$ cat src/design/itr_pkg.sv
// itr_pkg: types and constants shared by the interval timer register block.
// Item and result word layouts, timer state, item kinds and register map.
// No dependencies.
package itr_pkg;

  localparam int DataW  = 16;
  localparam int CountW = 32;

  // item kinds
  localparam logic [1:0] FUNC_TICK  = 2'd0;
  localparam logic [1:0] FUNC_READ  = 2'd1;
  localparam logic [1:0] FUNC_WRITE = 2'd2;

  // register map
  localparam logic [2:0] ADDR_STATUS  = 3'd0;
  localparam logic [2:0] ADDR_CONTROL = 3'd1;
  localparam logic [2:0] ADDR_PER_LO  = 3'd2;
  localparam logic [2:0] ADDR_PER_HI  = 3'd3;
  localparam logic [2:0] ADDR_SNAP_LO = 3'd4;
  localparam logic [2:0] ADDR_SNAP_HI = 3'd5;

  // control register bits
  localparam int CTRL_IRQ_EN = 0;
  localparam int CTRL_CONT   = 1;
  localparam int CTRL_START  = 2;
  localparam int CTRL_STOP   = 3;

  typedef struct packed {
    logic [1:0]       func;
    logic [2:0]       reg_addr;
    logic [DataW-1:0] write_data;
  } itr_in_t;

  typedef struct packed {
    logic [DataW-1:0] read_data;
    logic             irq_level;
  } itr_out_t;

  typedef struct packed {
    logic              running;
    logic              timed_out;
    logic              irq_enable;
    logic              continuous;
    logic [CountW-1:0] period_value;
    logic [CountW-1:0] counter;
    logic [CountW-1:0] snapshot;
  } itr_state_t;

endpackage

$ cat src/design/itr_core.sv
// itr_core: next-state and result logic for one timer word (tick, read, write).
// Purely combinational; depends on itr_pkg.
module itr_core
  import itr_pkg::*;
(
  input  itr_state_t state_i,
  input  itr_in_t    item_i,
  output itr_state_t state_o,
  output itr_out_t   result_o
);

  logic [DataW-1:0] rd;

  always_comb begin
    state_o = state_i;
    rd      = '0;
    case (item_i.func)
      FUNC_TICK: begin
        if (state_i.running) begin
          if (state_i.counter != '0) begin
            state_o.counter = state_i.counter - CountW'(1);
          end else begin
            state_o.counter   = state_i.period_value;
            state_o.timed_out = 1'b1;
            state_o.running   = state_i.continuous;
          end
        end
      end
      FUNC_READ: begin
        case (item_i.reg_addr)
          ADDR_STATUS:  rd = {{(DataW-2){1'b0}}, state_i.running, state_i.timed_out};
          ADDR_CONTROL: rd = {{(DataW-2){1'b0}}, state_i.continuous, state_i.irq_enable};
          ADDR_PER_LO:  rd = state_i.period_value[DataW-1:0];
          ADDR_PER_HI:  rd = state_i.period_value[CountW-1:DataW];
          ADDR_SNAP_LO: rd = state_i.snapshot[DataW-1:0];
          ADDR_SNAP_HI: rd = state_i.snapshot[CountW-1:DataW];
          default:      rd = '0;
        endcase
      end
      FUNC_WRITE: begin
        case (item_i.reg_addr)
          ADDR_STATUS: state_o.timed_out = 1'b0;
          ADDR_CONTROL: begin
            state_o.irq_enable = item_i.write_data[CTRL_IRQ_EN];
            state_o.continuous = item_i.write_data[CTRL_CONT];
            state_o.running    = (state_i.running & ~item_i.write_data[CTRL_STOP])
                               | item_i.write_data[CTRL_START];
          end
          ADDR_PER_LO: begin
            state_o.period_value = {state_i.period_value[CountW-1:DataW], item_i.write_data};
            state_o.counter      = {state_i.period_value[CountW-1:DataW], item_i.write_data};
          end
          ADDR_PER_HI: begin
            state_o.period_value = {item_i.write_data, state_i.period_value[DataW-1:0]};
            state_o.counter      = {item_i.write_data, state_i.period_value[DataW-1:0]};
          end
          ADDR_SNAP_LO, ADDR_SNAP_HI: state_o.snapshot = state_i.counter;
          default: ;
        endcase
      end
      default: ;
    endcase
  end

  assign result_o.read_data = rd;
  assign result_o.irq_level = state_o.irq_enable & state_o.timed_out;

endmodule

$ cat src/design/interval_timer_regs.sv
// interval_timer_regs: 32-bit down-counting interval timer behind six 16-bit registers.
// Top level: input word register, timer state, result register.
// Depends on itr_pkg and itr_core.
//
// Usage
//   in_*  : one word per handshake (in_valid & in_ready): a tick, a register
//           read or a register write, selected by func.
//   out_* : exactly one result word per input word, in order: read_data
//           (zero unless a read) and irq_level (irq enable AND timeout after
//           that word has taken effect).
//   Registers: an accepted word passes through two registers (input word,
//   result) before its result shows on out_valid.
//   Throughput: one word per clock, sustained, while out_ready stays high.
//   The timer state updates as a word moves from the input register to the
//   result register, so state order always matches word order.
//   Stall: when out_ready is low the result holds; the input register still
//   takes one more word, then in_ready drops until the result is taken.
//   Reset (rst_n low, synchronous): both registers empty, timer stopped,
//   flags clear, period, count and snapshot zero.
module interval_timer_regs
  import itr_pkg::*;
(
  input  logic     clk,
  input  logic     rst_n,
  input  logic     in_valid,
  output logic     in_ready,
  input  itr_in_t  in_data,
  output logic     out_valid,
  input  logic     out_ready,
  output itr_out_t out_data
);

  // input word register
  logic       s1_valid_r;
  itr_in_t    s1_word_r;

  // result register
  logic       out_valid_r;
  itr_out_t   out_word_r;

  // timer state
  itr_state_t state_r;
  itr_state_t state_nxt;
  itr_out_t   result_nxt;

  logic       s1_advance;

  // the input word moves on whenever the result slot is free or being emptied
  assign s1_advance = s1_valid_r & (~out_valid_r | out_ready);
  assign in_ready   = ~s1_valid_r | s1_advance;

  itr_core u_core (
    .state_i  (state_r),
    .item_i   (s1_word_r),
    .state_o  (state_nxt),
    .result_o (result_nxt)
  );

  always_ff @(posedge clk) begin
    if (!rst_n) begin
      s1_valid_r <= 1'b0;
    end else if (in_ready) begin
      s1_valid_r <= in_valid;
    end
  end

  always_ff @(posedge clk) begin
    if (in_valid && in_ready) begin
      s1_word_r <= in_data;
    end
  end

  always_ff @(posedge clk) begin
    if (!rst_n) begin
      out_valid_r <= 1'b0;
    end else if (s1_advance) begin
      out_valid_r <= 1'b1;
    end else if (out_ready) begin
      out_valid_r <= 1'b0;
    end
  end

  always_ff @(posedge clk) begin
    if (s1_advance) begin
      out_word_r <= result_nxt;
    end
  end

  // timer state commits once per word, as it leaves the input register
  always_ff @(posedge clk) begin
    if (!rst_n) begin
      state_r <= '0;
    end else if (s1_advance) begin
      state_r <= state_nxt;
    end
  end

  assign out_valid = out_valid_r;
  assign out_data  = out_word_r;

endmodule
$ cat config.mk
export PLATFORM = sky130hd
export DESIGN_NAME = interval_timer_regs
export DESIGN_NICKNAME = d
export VERILOG_FILES = /design/src/design/itr_pkg.sv /design/src/design/itr_core.sv /design/src/design/interval_timer_regs.sv
export SDC_FILE = /design/constraint.sdc
export NUM_CORES = 1
export LEC_CHECK = 0
export ABC_AREA = 1
export BUFFER_PORTS_ARGS = -buffer_cell sky130_fd_sc_hd__buf_2
export CAP_MARGIN = 20
export CORE_MARGIN = 2
export CORE_UTILIZATION = 38
export CTS_CLUSTER_SIZE = 28
export DETAILED_ROUTE_END_ITERATION = 12
export SYNTH_ARGS = -nofsm -noshare
export SYNTH_HDL_FRONTEND = slang
export SYNTH_HIERARCHICAL = 1
export SYNTH_SLANG_ARGS = --single-unit
export TNS_END_PERCENT = 50
$ cat constraint.sdc
create_clock -name clk -period 4.3 [get_ports clk]
set_input_delay 0.215 -clock clk [delete_from_list [all_inputs] [get_ports clk]]
set_output_delay 0.215 -clock clk [all_outputs]
set_load 0.05 [all_outputs]
==> impl_metrics.csv <==
group,metric,value,unit
floorplan,die_h,161.9,um
cts,cts_made_buffers,17,
timing,finClkSkew,0.009607,ns
routing,firstDrtPassIters,8,
global_routing,grt_pass1_wl,48.64,mm
layout,fin_nets,1529,
cts,cts_htree_levels,4,
routing,vias,9985,
floorplan,core_area,0.02439,sq mm
place,place.gp.congestion,0.9269,
layout,post_route_cells_drive_above_1_share,7.591,%
timing,rsz0062_at_grt,"no",
global_routing,grt_pass1_vias,8591,
routing,wl_per_cell,16.97,um
global_routing,grt_max_degree,202,
cts,cts_tree,"done",
global_routing,overflow,0,
cts,clk_latency,0.43,ns
synth,syn_area,0.009470,sq mm
synth,synth.avg_cell_area,6.284,sq um
floorplan,io_pins,44,
power,power,4.011,mW
synth,ys_types,32,
layout,final_common_cell,"nand2_1",
timing,whs,0.04410,ns
floorplan,dieWidth,161.9,um
status,status,"completed",
place,port_buffers,43,
timing,final-setup-viol-count,0,
timing,worst_slack,1.334,ns
critical_path,worstPathRequired,4.46,ns
synth,yosysSeqAreaShare,33.61,%
power,ir_worst_vdd,0.1938,mV
place,post_dp_cell_area,0.009653,sq mm
cts,clock-sinks,140,
timing,worst_pin_slew,1.152,ns
routing,drc,0,
layout,layout_common_cells,"nand2_1, nor2_1, inv_1",
critical_path,arrival,3.12,ns
timing,timing.final.hold_violations,0,
power,p_per_area,379.9,mW/mm^2
synth,synth_nets,1534,
layout,postLayoutCoreUtil,43.29,%
cts,post_cts.repair.setup_buffers,0,
job,cap_viol_max_count,0,
floorplan,rows,57,
cts,clk_path_buf_depth,2,
layout,diodes,0,
place,place_inst,1784,
routing,drt-total-wl,31.21,mm
critical_path,cp-start-kind,"flip-flop",
timing,slew_viol_final,0,
place,post-place-ws,1.503,ns
layout,design_area,0.01056,sq mm
synth,syn_inst,1507,
critical_path,worstSetupEndpointType,"flip-flop",
timing,fmax,337.2,MHz
cts,clk_pin_slew,0.07,ns
timing,final.min_clock_period,2.966,ns
floorplan,dieArea,0.02620,sq mm
timing,relSlewSlack,23.00,%
global_routing,antenna_found_initial,0,
timing,fin_crit_sh,68.97,%
synth,ys_seq_elements,140,
critical_path,crit_type,"flip-flop to flip-flop",
timing,fin_setup_tns,0,ns
routing,ant_nets,0,
floorplan,floorplan.initialDensity,38.83,%
global_routing,grt_usage,23.83,%
routing,drt_iter0_drc,1233,
power,p_leak,4.336,nW
critical_path,critPathMaxFanout,26,
worst_hold_path,hold_class,"primary input to flip-flop",
layout,area_growth_syn_to_layout,11.48,%
routing,vias_per_cell,5.430,
layout,fin_cells,1839,
cts,cts.root.buffer_cell,"clkbuf_16",
place,dpl.hpwl,20.35,mm
synth,synth_warnings,6,
flip-flops by register name, summed over array words and instances (netlist names):
signal      cells
out_data       17
out_valid       1
s1_valid_r      1
s1_word_r      21
state_r       100
cell families after synthesis:
family                     share of synthesized area, %
muxes                                            0.1189
AOI/OAI and AO/OA                                 19.82
adders and majority gates                        0.2642
xor gates and xnor gates                          1.017
and+or+nand+nor                                   31.40
DFF                                               33.61
buffers and inverters                             13.77
path summary, 6_finish.rpt:
check                           slack [ns]  depth (start not counted)     startpoint           end
worst max-delay path                  1.33                          7  s1_word_r[18]  out_data[12]
worst min-delay path                  0.04                          3       in_valid    s1_valid_r
worst max register to register        1.33                          7  s1_word_r[18]  out_data[12]
worst min register to register        0.51                          2    state_r[28]   state_r[28]
cells in the mapped netlist:
cell type,number,area [sq um]
a31oi_1,1,6.260
a22oi_1,24,180.2
inv_2,5,18.77
buf_2,40,200.2
nand3_2,1,10.01
buf_6,12,135.1
nor2_2,6,37.54
inv_1,192,720.7
o21ai_1,8,40.04
o221ai_1,1,8.760
a221oi_1,14,122.6
nor2_1,198,743.2
nand4_1,6,37.54
nand2_2,7,43.79
clkbuf_1,33,123.9
edfxtp_1,38,1141
a21oi_1,173,865.8
o21ai_0,68,340.3
o22ai_1,38,237.7
buf_4,12,90.09
mux2_2,1,11.26
o21ai_2,1,8.760
nor2_4,3,33.78
ha_1,2,25.02
dfxtp_1,102,2042
nand3_1,159,795.8
a22o_1,1,8.760
o211ai_1,6,45.04
o211ai_2,1,12.51
nand2_1,339,1272
buf_1,4,15.01
xor2_1,11,96.34
per-layer routing:
layer / share of wire [%] / GRT usage (%) / up-vias
met1: 46 / 34.44 / 4584
met3: 8.8 / 5.005 / 54
met5: 0 / 0 / -
met2: 42 / 34.60 / 438
met4: 2.8 / 9.252 / 0
li1: - / - / 4909
power by group:
group / internal [mW] / switching (mW) / leakage [nW] / total, mW
Combinational: 0.262 / 0.528 / 2.81 / 0.789
Sequential: 1.44 / 0.116 / 1.22 / 1.55
Clock: 1.04 / 0.630 / 0.309 / 1.67
Total: 2.74 / 1.27 / 4.34 / 4.01
layout make-up:
type                    instances  area [sq um]
clock inverters                13         214.0
well taps                     324         405.4
inverters                     197         739.5
flip-flops and latches        140          3187
clock buffers                  19         432.9
repair buffers                 77         570.5
fillers                      2616         13830
multi-input cells            1069          5009
worst max-delay path: stages, from the launching register on:
cell,delay [ns]
edfxtp_1,0.43
inv_2,0.05
nand2_2,0.27
inv_2,0.11
nand2_1,0.86
o22ai_1,0.34
a221oi_1,0.54
nor2_1,0.09
repair_timing:
action                                  4_1_cts  5_1_grt
hold buffers                                 21        0
endpoints found under the setup margin        0        0
gates resized for setup                       0        0
hold endpoints to repair                     21        0
No activity file was read; power rests on OpenSTA's default activity.
